$ cat config.mk
export PLATFORM = sky130hd
export DESIGN_NAME = pointer_delta_moving_average_top_flat
export DESIGN_NICKNAME = d
export VERILOG_FILES = /design/src/pdma_pkg.sv /design/src/pdma_if.sv /design/src/pdma_ram.sv /design/src/pointer_delta_moving_average_top.sv /design/src/flat_wrapper.sv
export SDC_FILE = /design/constraint.sdc
export NUM_CORES = 1
export LEC_CHECK = 0
export BUFFER_PORTS_ARGS = -buffer_cell sky130_fd_sc_hd__buf_4
export CORE_MARGIN = 2
export CORE_UTILIZATION = 30
export DETAILED_ROUTE_END_ITERATION = 10
export GPL_TIMING_DRIVEN = 0
export PLACE_DENSITY = 0.51
export SETUP_SLACK_MARGIN = 0.15
export SYNTH_ARGS = -nofsm -noshare
export SYNTH_HDL_FRONTEND = slang
export SYNTH_SLANG_ARGS = --single-unit
$ cat constraint.sdc
create_clock -name i_clk -period 5.5 [get_ports i_clk]
set_input_delay 0.55 -clock i_clk [delete_from_list [all_inputs] [get_ports i_clk]]
set_output_delay 0.55 -clock i_clk [all_outputs]
set_load 0.01 [all_outputs]
$ cat src/pdma_pkg.sv
// ============================================================================
// pdma_pkg: shared constants and types of the pointer delta moving average
// Holds the window size, the field and sum widths and the sequencer states.
// ============================================================================
package pdma_pkg;

    localparam int WINDOW      = 10;
    localparam int DELTA_WIDTH = 16;

    // Slot index into the history memory.
    localparam int SLOT_WIDTH  = (WINDOW > 1) ? $clog2(WINDOW) : 1;
    // The fill count must be able to hold WINDOW itself.
    localparam int CNT_WIDTH   = $clog2(WINDOW + 1);
    // A sum of WINDOW signed deltas never wraps at this width.
    localparam int SUM_WIDTH   = DELTA_WIDTH + CNT_WIDTH;
    // Counts the quotient bits of the shift-subtract divider.
    localparam int STEP_WIDTH  = $clog2(SUM_WIDTH);
    // One history entry holds an x and a y delta.
    localparam int ENTRY_WIDTH = 2 * DELTA_WIDTH;

    typedef logic signed [DELTA_WIDTH-1:0] t_delta;

    typedef enum logic [1:0] {
        ST_IDLE,
        ST_LOAD,
        ST_DIVIDE,
        ST_EMIT
    } t_state;

endpackage

$ cat src/pdma_if.sv
// ============================================================================
// pdma_if: valid/ready channels of the pointer delta moving average
// pdma_in_if carries one delta pair, pdma_out_if one pair of averages.
// ============================================================================
interface pdma_in_if;
    logic              valid;
    logic              ready;
    pdma_pkg::t_delta  delta_x;
    pdma_pkg::t_delta  delta_y;

    modport source (output valid, output delta_x, output delta_y, input ready);
    modport sink   (input valid, input delta_x, input delta_y, output ready);
endinterface

interface pdma_out_if;
    logic              valid;
    logic              ready;
    pdma_pkg::t_delta  avg_x;
    pdma_pkg::t_delta  avg_y;

    modport source (output valid, output avg_x, output avg_y, input ready);
    modport sink   (input valid, input avg_x, input avg_y, output ready);
endinterface

$ cat src/pdma_ram.sv
// ============================================================================
// pdma_ram: generic single-port RAM with registered read
// One address serves the write and the read; read data is registered and appears in the next cycle.
// ============================================================================
module pdma_ram #(
    parameter int WIDTH = 32,
    parameter int DEPTH = 16
) (
    input  logic                                       i_clk,
    input  logic                                       i_we,
    input  logic [((DEPTH > 1) ? $clog2(DEPTH) : 1)-1:0] i_addr,
    input  logic [WIDTH-1:0]                           i_wdata,
    output logic [WIDTH-1:0]                           o_rdata
);

    logic [WIDTH-1:0] r_mem [DEPTH];
    logic [WIDTH-1:0] r_rdata;

    always_ff @(posedge i_clk) begin
        if (i_we) begin
            r_mem[i_addr] <= i_wdata;
        end
        r_rdata <= r_mem[i_addr];
    end

    assign o_rdata = r_rdata;

endmodule

$ cat src/pointer_delta_moving_average_top.sv
// ============================================================================
// pointer_delta_moving_average_top: windowed mean of pointer movements
// Keeps the last WINDOW delta pairs in RAM, emits truncated means if nonzero.
// ============================================================================
//
//  Channel  | Dir | Payload            | Transfer when
//  ---------+-----+--------------------+------------------------------
//  i_in     | in  | delta_x, delta_y   | i_in.valid && i_in.ready
//  o_out    | out | avg_x, avg_y       | o_out.valid && o_out.ready
//
// Each pair passes the sequencer before the next is taken: the accepting
// edge takes it and reads the oldest entry, the load step updates the
// running sums and writes the new pair, the shift-subtract divider makes
// one quotient bit per cycle (x, y in parallel lanes), then the emit step.
// A synchronous active-low reset clears the sums, the slot pointer, the fill
// count and the output register; the history RAM is not cleared.
// A result waiting in the output register does not block the next input
// transfer; only the emit step waits until that register is free.
//
module pointer_delta_moving_average_top (
    input  logic        i_clk,
    input  logic        i_rst_n,
    pdma_in_if.sink     i_in,
    pdma_out_if.source  o_out
);

    localparam int DW = pdma_pkg::DELTA_WIDTH;
    localparam int SW = pdma_pkg::SUM_WIDTH;
    localparam int CW = pdma_pkg::CNT_WIDTH;

    // Divider lane: partial remainder and the shifting dividend/quotient.
    typedef struct packed {
        logic [CW-1:0] rem;
        logic [SW-1:0] quo;
    } t_lane;

    // One restoring division step: shift in the next dividend bit and
    // subtract the divisor when it fits.
    function automatic t_lane div_step(input t_lane lane, input logic [CW-1:0] divisor);
        logic [CW:0] shifted;
        logic [CW:0] diff;
        t_lane       res;
        shifted = {lane.rem, lane.quo[SW-1]};
        diff    = shifted - {1'b0, divisor};
        if (shifted >= {1'b0, divisor}) begin
            res.rem = diff[CW-1:0];
            res.quo = {lane.quo[SW-2:0], 1'b1};
        end else begin
            res.rem = shifted[CW-1:0];
            res.quo = {lane.quo[SW-2:0], 1'b0};
        end
        return res;
    endfunction

    pdma_pkg::t_state r_state, n_state;

    logic [pdma_pkg::SLOT_WIDTH-1:0] r_slot;
    logic [CW-1:0]                   r_fill;
    logic signed [SW-1:0]            r_sum_x, r_sum_y;
    logic [pdma_pkg::STEP_WIDTH-1:0] r_step;
    t_lane                           r_lane_x, r_lane_y;
    pdma_pkg::t_delta                r_dx, r_dy;
    logic                            r_out_valid;
    pdma_pkg::t_delta                r_avg_x, r_avg_y;

    logic                            in_xfer;
    logic                            out_free;
    logic                            ram_we;
    logic [pdma_pkg::ENTRY_WIDTH-1:0] ram_rdata;
    logic signed [SW-1:0]            old_x, old_y;
    logic signed [SW-1:0]            n_sum_x, n_sum_y;
    logic [SW-1:0]                   mag_x, mag_y;
    t_lane                           step_x, step_y;
    logic [SW-1:0]                   res_x, res_y;
    logic                            res_nonzero;

    // The history RAM holds {x, y}; it is always addressed at the current slot,
    // read on the accepting edge and written back during the load step.
    pdma_ram #(
        .WIDTH (pdma_pkg::ENTRY_WIDTH),
        .DEPTH (pdma_pkg::WINDOW)
    ) u_hist (
        .i_clk   (i_clk),
        .i_we    (ram_we),
        .i_addr  (r_slot),
        .i_wdata ({r_dx, r_dy}),
        .o_rdata (ram_rdata)
    );

    assign in_xfer  = i_in.valid && i_in.ready;
    assign out_free = !r_out_valid || o_out.ready;

    // Next-state logic.
    always_comb begin
        n_state = r_state;
        unique case (r_state)
            pdma_pkg::ST_IDLE: begin
                if (in_xfer) begin
                    n_state = pdma_pkg::ST_LOAD;
                end
            end
            pdma_pkg::ST_LOAD: begin
                n_state = pdma_pkg::ST_DIVIDE;
            end
            pdma_pkg::ST_DIVIDE: begin
                if (r_step == '0) begin
                    n_state = pdma_pkg::ST_EMIT;
                end
            end
            pdma_pkg::ST_EMIT: begin
                if (out_free) begin
                    n_state = pdma_pkg::ST_IDLE;
                end
            end
            default: n_state = pdma_pkg::ST_IDLE;
        endcase
    end

    // State-decoded outputs.
    always_comb begin
        i_in.ready = 1'b0;
        ram_we     = 1'b0;
        unique case (r_state)
            pdma_pkg::ST_IDLE:   i_in.ready = 1'b1;
            pdma_pkg::ST_LOAD:   ram_we     = 1'b1;
            pdma_pkg::ST_DIVIDE: ;
            pdma_pkg::ST_EMIT:   ;
            default: ;
        endcase
    end

    // Sum update. The oldest entry only leaves once the window is full, so an
    // entry that was never written is never used.
    always_comb begin
        old_x = '0;
        old_y = '0;
        if (r_fill == CW'(pdma_pkg::WINDOW)) begin
            old_x = {{(SW-DW){ram_rdata[2*DW-1]}}, ram_rdata[2*DW-1:DW]};
            old_y = {{(SW-DW){ram_rdata[DW-1]}}, ram_rdata[DW-1:0]};
        end
        n_sum_x = r_sum_x - old_x + {{(SW-DW){r_dx[DW-1]}}, r_dx};
        n_sum_y = r_sum_y - old_y + {{(SW-DW){r_dy[DW-1]}}, r_dy};
        mag_x   = n_sum_x[SW-1] ? SW'(-n_sum_x) : SW'(n_sum_x);
        mag_y   = n_sum_y[SW-1] ? SW'(-n_sum_y) : SW'(n_sum_y);
    end

    assign step_x = div_step(r_lane_x, r_fill);
    assign step_y = div_step(r_lane_y, r_fill);

    // Quotients truncate toward zero, so the sign of the sum is put back.
    assign res_x       = r_sum_x[SW-1] ? (~r_lane_x.quo + 1'b1) : r_lane_x.quo;
    assign res_y       = r_sum_y[SW-1] ? (~r_lane_y.quo + 1'b1) : r_lane_y.quo;
    assign res_nonzero = (r_lane_x.quo != '0) || (r_lane_y.quo != '0);

    // Control state.
    always_ff @(posedge i_clk) begin
        if (!i_rst_n) begin
            r_state     <= pdma_pkg::ST_IDLE;
            r_slot      <= '0;
            r_fill      <= '0;
            r_sum_x     <= '0;
            r_sum_y     <= '0;
            r_step      <= '0;
            r_out_valid <= 1'b0;
        end else begin
            r_state <= n_state;
            if (r_state == pdma_pkg::ST_LOAD) begin
                r_sum_x <= n_sum_x;
                r_sum_y <= n_sum_y;
                if (r_fill != CW'(pdma_pkg::WINDOW)) begin
                    r_fill <= r_fill + 1'b1;
                end
                if (r_slot == pdma_pkg::SLOT_WIDTH'(pdma_pkg::WINDOW - 1)) begin
                    r_slot <= '0;
                end else begin
                    r_slot <= r_slot + 1'b1;
                end
                r_step <= pdma_pkg::STEP_WIDTH'(SW - 1);
            end else if (r_state == pdma_pkg::ST_DIVIDE) begin
                r_step <= r_step - 1'b1;
            end
            if (r_state == pdma_pkg::ST_EMIT && out_free) begin
                r_out_valid <= res_nonzero;
            end else if (o_out.ready) begin
                r_out_valid <= 1'b0;
            end
        end
    end

    // Payload registers.
    always_ff @(posedge i_clk) begin
        if (in_xfer) begin
            r_dx <= i_in.delta_x;
            r_dy <= i_in.delta_y;
        end
        if (r_state == pdma_pkg::ST_LOAD) begin
            r_lane_x <= '{rem: '0, quo: mag_x};
            r_lane_y <= '{rem: '0, quo: mag_y};
        end else if (r_state == pdma_pkg::ST_DIVIDE) begin
            r_lane_x <= step_x;
            r_lane_y <= step_y;
        end
        if (r_state == pdma_pkg::ST_EMIT && out_free) begin
            r_avg_x <= res_x[DW-1:0];
            r_avg_y <= res_y[DW-1:0];
        end
    end

    assign o_out.valid = r_out_valid;
    assign o_out.avg_x = r_avg_x;
    assign o_out.avg_y = r_avg_y;

endmodule
$ cat src/flat_wrapper.sv
// flat-port wrapper written by rule: the top's interface ports become plain ports
module pointer_delta_moving_average_top_flat 
  (i_clk, i_rst_n, i_in_valid, i_in_delta_x, i_in_delta_y, i_in_ready, o_out_valid, o_out_avg_x, o_out_avg_y, o_out_ready);
  pdma_in_if i_in_i ();
  pdma_out_if o_out_i ();
  input  logic i_clk;
  input  logic i_rst_n;
  input wire logic [$bits(i_in_i.valid)-1:0] i_in_valid;
  input wire logic [$bits(i_in_i.delta_x)-1:0] i_in_delta_x;
  input wire logic [$bits(i_in_i.delta_y)-1:0] i_in_delta_y;
  output wire logic [$bits(i_in_i.ready)-1:0] i_in_ready;
  output wire logic [$bits(o_out_i.valid)-1:0] o_out_valid;
  output wire logic [$bits(o_out_i.avg_x)-1:0] o_out_avg_x;
  output wire logic [$bits(o_out_i.avg_y)-1:0] o_out_avg_y;
  input wire logic [$bits(o_out_i.ready)-1:0] o_out_ready;
  assign i_in_i.valid = i_in_valid;
  assign i_in_i.delta_x = i_in_delta_x;
  assign i_in_i.delta_y = i_in_delta_y;
  assign i_in_ready = i_in_i.ready;
  assign o_out_valid = o_out_i.valid;
  assign o_out_avg_x = o_out_i.avg_x;
  assign o_out_avg_y = o_out_i.avg_y;
  assign o_out_i.ready = o_out_ready;
  pointer_delta_moving_average_top u_core (.i_clk(i_clk), .i_rst_n(i_rst_n), .i_in(i_in_i), .o_out(o_out_i));
endmodule
; ---- Yosys cells after proc, flatten, opt, wreduce, memory -nomap -nowiden
; Memory sizes are Yosys's and may differ from the RTL's. A register that Yosys moved wholly into a read port is not among the register bits.
; Index checks and enable logic that the tools add are counted.
; W data, S select, Z words.
[op_classes]
addsub = 13
magnitude_cmp = 2
n_eq_ne = 9
mux = 25
n_bitwise = 3
n_reduce_logical = 14
[op_table]
columns = operator, n
row1 = $mux W20, 8
row2 = $mux W24, 2
row3 = $add A20 B20 Y20, 2
row4 = $neg A20 Y20, 2
row5 = $reduce_bool A20 Y1, 2
row6 = $sub A20 B20 Y20, 2
row7 = $add A16 B1 Y16 const B, 2
row8 = $mux W16, 2
row9 = $not A16 Y16, 2
row10 = $ge A5 B4 Y1, 2
row11 = $mux W5, 2
row12 = $add A4 B1 Y4 const B, 2
row13 = $eq A4 B4 Y1 const B, 2
row14 = $pmux W2 S4, 1
row15 = $sub A4 B4 Y4, 2
row16 = $mux W1, 6
row17 = $mux W2, 3
row18 = $ne A2 B1 Y1 const B, 3
row19 = $logic_not A5 Y1, 1
row20 = $sub A5 B1 Y5 const B, 1
row21 = $eq A2 B2 Y1 const B, 2
row22 = $mux W4, 1
row23 = $ne A4 B4 Y1 const B, 1
row24 = $reduce_bool A2 Y1, 2
row25 = 9 further kinds, 11
[word_totals]
reg_bits = 168
mem_bits_rw = 320
in_bits = 36
n_memories = 1
[memory_table]
columns = memory, words, width, read_ports, rd_clocked_by_memory_dff, write_ports, line_no
row1 = u_core.u_hist.r_mem, 10, 32, 1, 1, 1, pdma_ram.sv:16  ; logic [WIDTH-1:0] r_mem [DEPTH];

; ---- Longest topological paths before layout
; Gate-level depths: netlist of the first run.
[logic_depth]
word_depth = 7
ltp_mapped = 19

; ---- By module
; Synthesis of the first run repeated with hierarchy kept, for this count alone.
[unflattened]
cells_unflattened = 1881
hier_area_um2 = 24662.4
[modules_own_cells]
columns = module, instances, cells_each, area_per_inst_um2
row1 = pdma_ram, 1, 628, 13032.5
row2 = pointer_delta_moving_average_top, 1, 1253, 11629.9

; ---- Worst setup path after synthesis of the first run
; OpenSTA, ideal clock, no wires.
[synth_timing]
path_type = reg-to-reg
start = register u_core.r_slot[0] in the netlist's numbering
end = memory u_core.u_hist.r_mem[1][0], enable pin
setup_time_ns = 0.501
arrival_ns = 4.662
t_required_ns = 4.999
slack_ns = 0.337
path_stages_with_launch = 6
n_path_buf = 3
synth_period_minus_slack_ns = 5.163
cell_sequence = dfxtp_1 clkbuf_1 buf_2 clkbuf_1 nand2_1 nor4_1
[synth_rtl]
columns = item, line_no
row1 = start: declaration, pointer_delta_moving_average_top.sv:57  ; logic [pdma_pkg::SLOT_WIDTH-1:0] r_slot;
row2 = start signal: assignment, pointer_delta_moving_average_top.sv:176  ; r_slot <= r_slot + 1'b1;
row3 = end: declaration, pdma_ram.sv:16
; No word-level cell before the write port.

; ---- Worst setup path after layout of the first run
[layout_timing]
start = register u_core.r_fill[0]
end = register u_core.r_lane_y[15] in the netlist's numbering (data pin)
[layout_between]
elab_chain_cells = 7
[layout_rtl]
columns = item, line_no
row1 = start: declaration, pointer_delta_moving_average_top.sv:58  ; logic [CW-1:0] r_fill;
row2 = start signal: assignment, pointer_delta_moving_average_top.sv:171  ; r_fill <= r_fill + 1'b1;
row3 = $eq A4 B4 Y1 *, pointer_delta_moving_average_top.sv:137  ; if (r_fill == CW'(pdma_pkg::WINDOW)) begin
row4 = $mux W20 *, pointer_delta_moving_average_top.sv:137
row5 = $sub A20 B20 Y20 *, pointer_delta_moving_average_top.sv:142  ; n_sum_y = r_sum_y - old_y + {{(SW-DW){r_dy[DW-1]}}, r_dy};
row6 = $add A20 B20 Y20 *, pointer_delta_moving_average_top.sv:142
row7 = $neg A20 Y20, pointer_delta_moving_average_top.sv:144  ; mag_y = n_sum_y[SW-1] ? SW'(-n_sum_y) : SW'(n_sum_y);
row8 = $mux W20 *, pointer_delta_moving_average_top.sv:144
row9 = $mux W20 *, pointer_delta_moving_average_top.sv:196  ; if (r_state == pdma_pkg::ST_LOAD) begin
row10 = end signal: assignment, pointer_delta_moving_average_top.sv:198  ; r_lane_y <= '{rem: '0, quo: mag_y};
row11 = end signal: assignment, pointer_delta_moving_average_top.sv:201  ; r_lane_y <= step_y;
row12 = end: declaration, pointer_delta_moving_average_top.sv:61  ; t_lane r_lane_x, r_lane_y;
; Every way passes the cells marked *; elsewhere a longest branch is shown, timed or not.
; A chain may end at the register's enable or synchronous reset.

==> results of run 1 <==
[cells in the final DEF (no fill, tap or decap), drive strengths merged, types with 17 or more instances in the layout]
master	synthesis	routed
a211oi	51	51
a21oi	120	120
and2	70	70
buf	18	128
clkbuf	55	134
clkinv	1	24
dfxtp	96	96
edfxtp	424	424
fa	40	40
ha	61	61
inv	186	186
mux2i	64	64
mux4	64	64
nand2	76	76
nand2b	18	18
nand3	17	17
nor2	150	150
nor3	22	22
o21ai	47	47
xnor2	69	69
xor2	26	26
[cells in the mapped netlist (all sizes together) (51+ instances only)]
library cell,count,area [µm²]
inv,186,698.2
a211oi,51,387.9
mux4,64,1441
nor2,150,563.0
mux2i,64,640.6
a21oi,120,604.3
clkbuf,55,209.0
xnor2,69,604.3
ha,61,763.2
nand2,76,285.3
and2,70,437.9
dfxtp,96,1922
edfxtp,424,12730
[flip-flops by register name, summed over array words and instances (netlist names), 4 cells and up]
signal and count:
u_core.u_hist.r_mem 320, u_core.u_hist.o_rdata 32, u_core.r_lane_x 24, u_core.r_lane_y 24, u_core.r_sum_x 20, u_core.r_sum_y 20, u_core.o_out.avg_x 16, u_core.o_out.avg_y 16
u_core.r_dx 16, u_core.r_dy 16, u_core.r_step 5, u_core.r_fill 4, u_core.r_slot 4
[through the flow]
| stage | power (mW) | cell area, µm² | setup TNS (ps) | std cells |
|---|---|---|---|---|
| floorplan | 12.00 | 24230 | 0 | 1836 |
| global placement | 14.12 | 26080 | -633070 | 2965 |
| detailed placement | 14.28 | 26570 | -107.8 | 3004 |
| CTS | 18.29 | 28530 | 0 | 3112 |
| global route | 19.60 | 28600 | 0 | 3114 |
| finish | 18.27 | 28600 | 0 | 3114 |
[worst max-delay path, delay by kind of cell, from the launching register on]
family,cells,cell delay (ps)
buffers and inverters,3,380
adder cells (fa/ha/maj),3,1030
XOR/XNOR,1,160
AO/OA/AOI/OAI,4,910
flip-flops,1,410
AND/OR/NAND/NOR,5,1680
multiplexers,1,270
[what timing repair did]
item,4_1_cts,5_1_grt
gates resized for setup,4,17
setup buffers,0,2
cloned,0,0
endpoints found under the setup margin,8,31
[final timing paths]
path | to | slack [ps] | start | cells after the start
worst min register to register | u_core.r_step[4]$_SDFFE_PN0P_ | 470 | u_core.r_step[4]$_SDFFE_PN0P_ | 2
worst min-delay path | u_core.r_dx[8]$_DFFE_PP_ | 80 | i_in_delta_x[8] | 1
worst max-delay path | u_core.r_lane_y[15]$_DFFE_PP_ | 400 | u_core.r_fill[0]$_SDFFE_PN0P_ | 17
worst max register to register | u_core.r_lane_y[15]$_DFFE_PP_ | 400 | u_core.r_fill[0]$_SDFFE_PN0P_ | 17
[layout make-up]
type                       count  share of cell area, %
buffer                        73                  1.002
clock buffer                  79                  5.701
clock inverter                29                  1.107
inverter                     187                  2.454
multi-input combinational   1056                  30.47
sequential                   520                  51.24
tap                         1060                  4.638
timing repair buffer         110                  3.386
[report_power, final]
| part | internal (mW) | switching (mW) |
|---|---|---|
| logic | 3.43 | 5.03 |
| clock network | 2.31 | 1.61 |
| registers | 5.36 | 0.541 |
[routing by layer]
metal | up-vias | part of all wire (%)
met5 | - | 0
met4 | 0 | 1.9
met3 | 79 | 3.8
met2 | 289 | 48
met1 | 7148 | 46
li1 | 7028 | -
[cells by family after synthesis]
| kind of cell | after synthesis | share of synthesized area (%) |
|---|---|---|
| flip-flops | 520 | 60.48 |
| AND/OR/NAND/NOR | 413 | 8.412 |
| AO/OA/AOI/OAI | 313 | 8.293 |
| buffers and inverters | 260 | 4.059 |
| multiplexers | 134 | 8.871 |
| adder cells (fa/ha/maj) | 101 | 6.455 |
| XOR/XNOR | 95 | 3.434 |
==> impl_metrics.yaml, run 1 <==
timing:
  hold_viol_final: 0
  period_needed_ps: 5095
  setup_ws_ps: 404.9
  drv_slew: 0
  whs_ps: 84.30
  setup_viol: 0
  rsz0062_at_grt: "true"
  tightest_slew_ps: 1011
  clock.fmax_mhz: 196.3
  fin_worst_skew_ps: 48.33
  max-slew-margin-rel_pct: 32.59
  fin_crit_sh_pct: 92.64
placed_design:
  dp_hpwl_mm: 42.38
  place_ws_ps: -72.84
  gp_congestion: 0.8739
  portBuffers: 69
routing:
  routed_wl_mm: 57.39
  drtIter0Drc: 939
  vias_per_cell: 4.671
  vias: 14544
  antenna_left: 0
  drc: 0
  firstDrtPassIters: 5
  wire_per_inst_um: 18.43
critical_path:
  cp.arrival_ps: 5450
  crit_fanout: 10
  crit_path_max_incr_delay_ps: 610
  critPathRequiredTime_ps: 5850
  critPathKind: "reg -> reg"
  slowest_stage: "or4_4"
  path_cells: "inv_1 > ha_1 > and3_2 > clkbuf_2 > and2_1 > fa_1 > inv_1 > ha_1 > nor2b_4 > o31ai_2 > a21oi_1 > o211a_1 > or4_4 > nor4_4 > a21oi_1 > xnor2_1 > mux2_2"
  cp-start-kind: "flip-flop"
  end_kind: "flip-flop"
clocking:
  numCtsBuffers: 57
  root_buffer: "clkbuf_16"
  postCtsHoldBufs: 0
  clock_path_buffers: 3
  cts-htree-levels: 2
  path_clk_slew_ps: 60
  clock-sinks: 520
  clk_latency_ps: 640
  cts_tree: "built"
global_routing:
  grt_overflow: 0
  met1_usage_pct: 18.64
  met3_usage_pct: 2.220
  antenna_found_initial: 0
  grt_busiest_layer: "met2"
  first_global_vias: 15083
  track_usage_pct: 13.95
  met2_usage_pct: 23.70
  grt_pass1_wl_mm: 88.87
  grt_max_degree: 41
floorplan:
  ioPinCount: 70
  die_h_um: 288.2
  initial_core_util_pct: 30.18
  core-area_mm2: 0.08029
  dieArea_mm2: 0.08306
  die-width_um: 288.2
  std_cell_rows: 104
cells_and_area:
  seq_area_mm2: 0.01465
  final_util_pct: 35.62
  fill_cells: 7741
  diodes: 0
  multi_input_area_mm2: 0.008715
  drive_above_1_share_pct: 15.48
  area_delta_synth_final_pct: 18.03
  layout.nets: 2142
yosys:
  synthFlopType: "edfxtp_1"
  ys_ff_latch: 520
  ys_async_sr_fraction_pct: 0
  synthCells: 1836
  yosysSeqAreaShare_pct: 60.48
  synth_edf_count: 424
  yosys_warnings: 0
  syn_area_mm2: 0.02423
  syn_nets: 1973
  yosysUniqueCellTypes: 73
  postSynthAreaPerCell_um2: 13.20
worst_hold_path:
  hold_path_class: "in -> reg"
power_and_ir_drop:
  power_leakage_nw: 10.04
  cellPowerDensity_mw_per_mm2: 638.9
  vdd_drop_max_v: 0.0002732
run:
  maxCapViolations: 0
status:
  outcome: "finished, final reports clean"
(Power assumes the default switching activity.)
==> inputs of run 2 (changes only) <==
--- a/config.mk
+++ b/config.mk
@@ -5,6 +5,7 @@
 export SDC_FILE = /design/constraint.sdc
 export NUM_CORES = 1
 export LEC_CHECK = 0
+export ABC_AREA = 1
 export BUFFER_PORTS_ARGS = -buffer_cell sky130_fd_sc_hd__buf_4
 export CORE_MARGIN = 2
 export CORE_UTILIZATION = 30
@@ -12,6 +13,7 @@
 export GPL_TIMING_DRIVEN = 0
 export PLACE_DENSITY = 0.51
 export SETUP_SLACK_MARGIN = 0.15
+export SLEW_MARGIN = 20
 export SYNTH_ARGS = -nofsm -noshare
 export SYNTH_HDL_FRONTEND = slang
 export SYNTH_SLANG_ARGS = --single-unit
==> run 2 against run 1 <==
Count of clock-buffer cells in the layout shrank 11; cell area up 2.0%; critical path type unchanged; first-iteration DRC count is 38% higher; critical endpoint is now u_core.r_lane_y[18]$_DFFE_PP_; global-route usage grew 2.5 points; total power is 1.4% higher.
==> impl_metrics.yaml, run 2 <==
routing:
  vias: 17776
  antenna_left: 0
  firstDrtPassIters: 6
  routed_wl_mm: 70.68
  vias_per_cell: 4.757
  drc: 0
  drtIter0Drc: 1292
  wire_per_inst_um: 18.91
clocking:
  cts_resized: 0
  path_clk_slew_ps: 60
  clock-sinks: 520
  cts_tree: "built"
  postCtsHoldBufs: 0
  numCtsBuffers: 58
  cts-htree-levels: 2
  clk_latency_ps: 650
  root_buffer: "clkbuf_16"
  clock_path_buffers: 3
  cts_setup_buffers: 0
floorplan:
  die_h_um: 291.8
  std_cell_rows: 105
  dieArea_mm2: 0.08517
  initial_core_util_pct: 30.27
  core-area_mm2: 0.08211
  die-width_um: 291.8
  ioPinCount: 70
cells_and_area:
  largest_reg_flops: 320
  multi_input_area_mm2: 0.008402
  layout.nets: 2754
  diodes: 0
  seq_area_mm2: 0.01465
  layout_commonest_cell: "edfxtp_1"
  area_delta_synth_final_pct: 17.35
  drive_above_1_share_pct: 9.599
  stdcell_area_mm2: 0.02917
  fill_cells: 8178
  top_register: "u_core.u_hist.r_mem"
  mostFrequentLayoutCells: "edfxtp_1 (424), nand2_1 (423), inv_1 (402), nor2_1 (212), nand3_1 (178)"
timing:
  setup_viol: 0
  whs_ps: 71.39
  period_needed_ps: 4860
  clock.fmax_mhz: 205.8
  tns_ps: 0
  max-slew-margin-rel_pct: 33.74
  rsz0062_at_grt: "false"
  fin_worst_skew_ps: 33.08
  hold_viol_final: 0
  fin_crit_sh_pct: 88.36
  drv_slew: 0
  tightest_slew_ps: 993.9
global_routing:
  track_usage_pct: 16.50
  grt_pass1_wl_mm: 107.3
  grt_overflow: 0
  antenna_found_initial: 1
  grt_max_degree: 23
  first_global_vias: 17846
yosys:
  yosysSeqAreaShare_pct: 58.96
  synthCells: 2469
  yosysUniqueCellTypes: 53
  synth_edf_count: 424
  synth.most_common_cell: "edfxtp_1"
  synth_area_leader_cell: "edfxtp_1"
  syn_nets: 2606
  synth_top_area_share_pct: 51.23
  ys_async_sr_fraction_pct: 0
  syn_area_mm2: 0.02486
  synthFlopType: "edfxtp_1"
  ys_ff_latch: 520
  yosys_warnings: 0
  synth_common_cells: "edfxtp_1 (424), nand2_1 (423), inv_1 (403)"
  postSynthAreaPerCell_um2: 10.07
  synth_area_leaders: "edfxtp_1 (51%), dfxtp_1 (7.7%), nand2_1 (6.4%)"
critical_path:
  end_kind: "flip-flop"
  critPathKind: "reg -> reg"
  crit_fanout: 10
  critPathRequiredTime_ps: 5880
  cp-start-kind: "flip-flop"
  cp.arrival_ps: 5240
status:
  outcome: "finished, final reports clean"
power_and_ir_drop:
  power.total_mw: 18.53
  cellPowerDensity_mw_per_mm2: 635.2
  vdd_drop_max_v: 0.0003280
  power_leakage_nw: 11.61
placed_design:
  portBuffers: 68
  gp_congestion: 0.8872
  dpl-instance-area_mm2: 0.02717
  dp_hpwl_mm: 53.06
worst_hold_path:
  hold_path_class: "in -> reg"
run:
  maxCapViolations: 0
## run 2: worst max-delay path, cell delays in order, from the launching register on
cell and delay [ps]:
dfxtp_1 470, inv_1 110, ha_1 210, nand3_1 170
clkbuf_1 490, nor2_1 120, ha_1 290, inv_1 60
ha_1 270, inv_1 90, fa_1 590, ha_1 220
a21boi_0 200, nand3_1 150, nor2_1 260, nand3_1 220
nor2_1 190, nand3_1 140, nand2_1 90, nand3_1 80
nand2_1 90, nand3_1 70
## run 2: worst paths after layout
| check | from | cells past startpoint | endpoint | slack (ps) |
|---|---|---|---|---|
| worst min register to register | u_core.r_lane_y[0]$_DFFE_PP_ | 0 | u_core.o_out.avg_y[0]$_DFFE_PP_ | 460 |
| worst max register to register | u_core.r_fill[0]$_SDFFE_PN0P_ | 21 | u_core.r_lane_y[18]$_DFFE_PP_ | 640 |
| worst min-delay path | i_in_delta_y[13] | 1 | u_core.r_dy[13]$_DFFE_PP_ | 70 |
| worst max-delay path | u_core.r_fill[0]$_SDFFE_PN0P_ | 21 | u_core.r_lane_y[18]$_DFFE_PP_ | 640 |
## run 2: layer usage
metal  GRT usage [%]  up-vias  share of wire, %
met5               0        -                 0
met4           5.293        0               2.9
met3           2.276      127               5.2
met2           27.13      494                46
met1           22.48     8485                46
li1                -     8670                 -
## run 2: layout make-up
| class | instances | area share, % |
|---|---|---|
| Tap cell | 1070 | 4.590 |
| Timing Repair Buffer | 88 | 3.050 |
| Multi-Input combinational cell | 1456 | 28.80 |
| Clock buffer | 68 | 5.242 |
| Inverter | 410 | 5.276 |
| Sequential cell | 520 | 50.24 |
| Clock inverter | 42 | 1.617 |
| Buffer | 83 | 1.180 |
## run 2: logic make-up (layout without fill, tap and decap cells)
kind of cell / after synthesis / after routing / synth area share, %
multiplexers: 2 / 2 / 0.08055
AND/OR/NAND/NOR: 980 / 980 / 17.13
flip-flops: 520 / 520 / 58.96
buffers and inverters: 493 / 691 / 7.576
AO/OA/AOI/OAI: 332 / 332 / 8.306
adder cells (fa/ha/maj): 101 / 101 / 6.292
XOR/XNOR: 41 / 41 / 1.656
## run 2: stage by stage
stage / worst slack, ps / std cells / utilization (%)
final: 640.3 / 3737 / 35.52
after global routing: 210.3 / 3737 / 35.52
after CTS: 618.3 / 3737 / 35.52
after detailed placement: 651.8 / 3627 / 33.09
after global placement: -1344 / 3607 / 32.52
after floorplan: 1585 / 2469 / -
## run 2: power by group
part	total, mW	leakage (nW)	internal [mW]	switching [mW]
Clock	4.00	0.966	2.34	1.66
Combinational	8.72	5.98	2.68	6.04
Sequential	5.81	4.66	5.33	0.487
==> inputs of run 3 (changes only) <==
--- a/config.mk
+++ b/config.mk
@@ -11,6 +11,7 @@
 export CORE_UTILIZATION = 30
 export DETAILED_ROUTE_END_ITERATION = 10
 export GPL_TIMING_DRIVEN = 0
+export MAX_ROUTING_LAYER = met4
 export PLACE_DENSITY = 0.51
 export SETUP_SLACK_MARGIN = 0.15
 export SLEW_MARGIN = 20
==> run 3 against run 2 <==
Wire length rose by 1.5%; via count barely moved; sequential share of layout area rose by 0.22 points; flip-flop and latch count did not move; setup slack improved by 35 ps; combinational power barely moved; maximum frequency rose by 0.73%; non-clock buffer count rose by 1; register-to-register slack improved by 40 ps; critical path type unchanged.
==> impl_metrics.yaml, run 3 (synthesis gave the netlist of run 2 again) <==
critical_path:
  cp.arrival_ps: 5190
  crit_fanout: 10
  critPathRequiredTime_ps: 5870
  cp-start-kind: "flip-flop"
  critPathKind: "reg -> reg"
  end_kind: "flip-flop"
cells_and_area:
  multi_input_area_mm2: 0.008402
  layout.cells.non_filler: 3735
  seq_area_mm2: 0.01465
  top_register: "u_core.u_hist.r_mem"
  area_delta_synth_final_pct: 16.83
  largest_reg_flops: 320
  mostFrequentLayoutCells: "edfxtp_1 (424), nand2_1 (423), inv_1 (402), nor2_1 (212), nand3_1 (178)"
  layout_commonest_cell: "edfxtp_1"
  layout.nets: 2755
  stdcell_area_mm2: 0.02904
  drive_above_1_share_pct: 9.231
  diodes: 0
  fill_cells: 8218
global_routing:
  grt_pass1_wl_mm: 108.8
  grt_overflow: 0
  first_global_vias: 17797
  grt_max_degree: 28
  track_usage_pct: 17.26
  antenna_found_initial: 2
clocking:
  root_buffer: "clkbuf_16"
  numCtsBuffers: 58
  cts-htree-levels: 2
  cts_resized: 0
  clock_path_buffers: 3
  postCtsHoldBufs: 0
  path_clk_slew_ps: 60
  cts_setup_buffers: 0
  clock-sinks: 520
  cts_tree: "built"
  clk_latency_ps: 660
placed_design:
  dp.cells: 3628
  dpl-instance-area_mm2: 0.02719
  dp_hpwl_mm: 53.84
  place_ws_ps: 648.1
  gp_congestion: 0.8951
  portBuffers: 68
routing:
  antenna_left: 0
  vias_per_cell: 4.764
  firstDrtPassIters: 6
  drc: 0
  routed_wl_mm: 71.71
  vias: 17793
  wire_per_inst_um: 19.20
  drtIter0Drc: 1531
timing:
  setup_ws_ps: 675.4
  rsz0062_at_grt: "false"
  fin_worst_skew_ps: 49.25
  max-slew-margin-rel_pct: 28.08
  hold_viol_final: 0
  period_needed_ps: 4825
  drv_slew: 0
  clock.fmax_mhz: 207.3
  tightest_slew_ps: 1079
  fin_crit_sh_pct: 87.72
  setup_viol: 0
power_and_ir_drop:
  cellPowerDensity_mw_per_mm2: 630.6
  vdd_drop_max_v: 0.0002741
  power_leakage_nw: 11.53
floorplan:
  die-width_um: 291.8
  die_h_um: 291.8
  ioPinCount: 70
  dieArea_mm2: 0.08517
  initial_core_util_pct: 30.27
  core-area_mm2: 0.08211
  std_cell_rows: 105
run:
  maxCapViolations: 0
worst_hold_path:
  hold_path_class: "in -> reg"
status:
  outcome: "finished, final reports clean"
[run 3: worst max-delay path, stage by stage, from the launching register on]
cell	delay [ps]
dfxtp_1	460
inv_1	100
ha_1	200
nand3_1	190
clkbuf_1	570
nor2_1	100
ha_1	300
inv_1	60
ha_1	260
inv_1	90
fa_1	580
ha_1	220
a21boi_0	210
nand3_1	160
nor2_1	260
nand3_1	210
nor2_1	170
nand3_1	130
nand2_1	80
nand3_1	80
nand2_1	70
nand3_1	70
[run 3: power breakdown]
group	leakage, nW	internal [mW]	switching [mW]
combinational	5.99	2.69	6.05
sequential	4.66	5.33	0.494
clock	0.878	2.10	1.65
[run 3: stage by stage]
step / setup TNS, ps / utilization [%] / hold WS, ps / power (mW)
finish: 0 / 35.37 / 58.77 / 18.31
global route: 0 / 35.37 / 30.83 / 19.80
CTS: 0 / 35.37 / 19.91 / 18.45
detailed placement: 0 / 33.12 / 434.0 / 14.64
global placement: -78310 / 32.52 / 443.0 / 14.44
floorplan: 0 / - / 426.4 / 11.67
[run 3: path summary, 6_finish.rpt]
check / from / endpoint / slack (ps) / cells after the start
setup / recovery: u_core.r_fill[0]$_SDFFE_PN0P_ / u_core.r_lane_y[18]$_DFFE_PP_ / 680 / 21
hold / removal: i_in_delta_y[13] / u_core.r_dy[13]$_DFFE_PP_ / 60 / 1
setup reg to reg: u_core.r_fill[0]$_SDFFE_PN0P_ / u_core.r_lane_y[18]$_DFFE_PP_ / 680 / 21
hold reg to reg: u_core.r_lane_y[0]$_DFFE_PP_ / u_core.o_out.avg_y[0]$_DFFE_PP_ / 450 / 0
[run 3: layout make-up]
cell class	count	share of cell area, %
Buffer	83	1.185
Clock buffer	74	5.343
Clock inverter	33	1.021
Inverter	410	5.300
Multi-Input combinational cell	1456	28.93
Sequential cell	520	50.46
Tap cell	1070	4.610
Timing Repair Buffer	89	3.145
[run 3: routing by layer]
| layer | track usage [%] | share of wire [%] | up-vias |
|---|---|---|---|
| met5 | - | 0 | - |
| met4 | 5.041 | 2.3 | 0 |
| met3 | 2.261 | 4.8 | 101 |
| met2 | 27.69 | 47 | 425 |
| met1 | 22.87 | 46 | 8605 |
| li1 | - | - | 8662 |
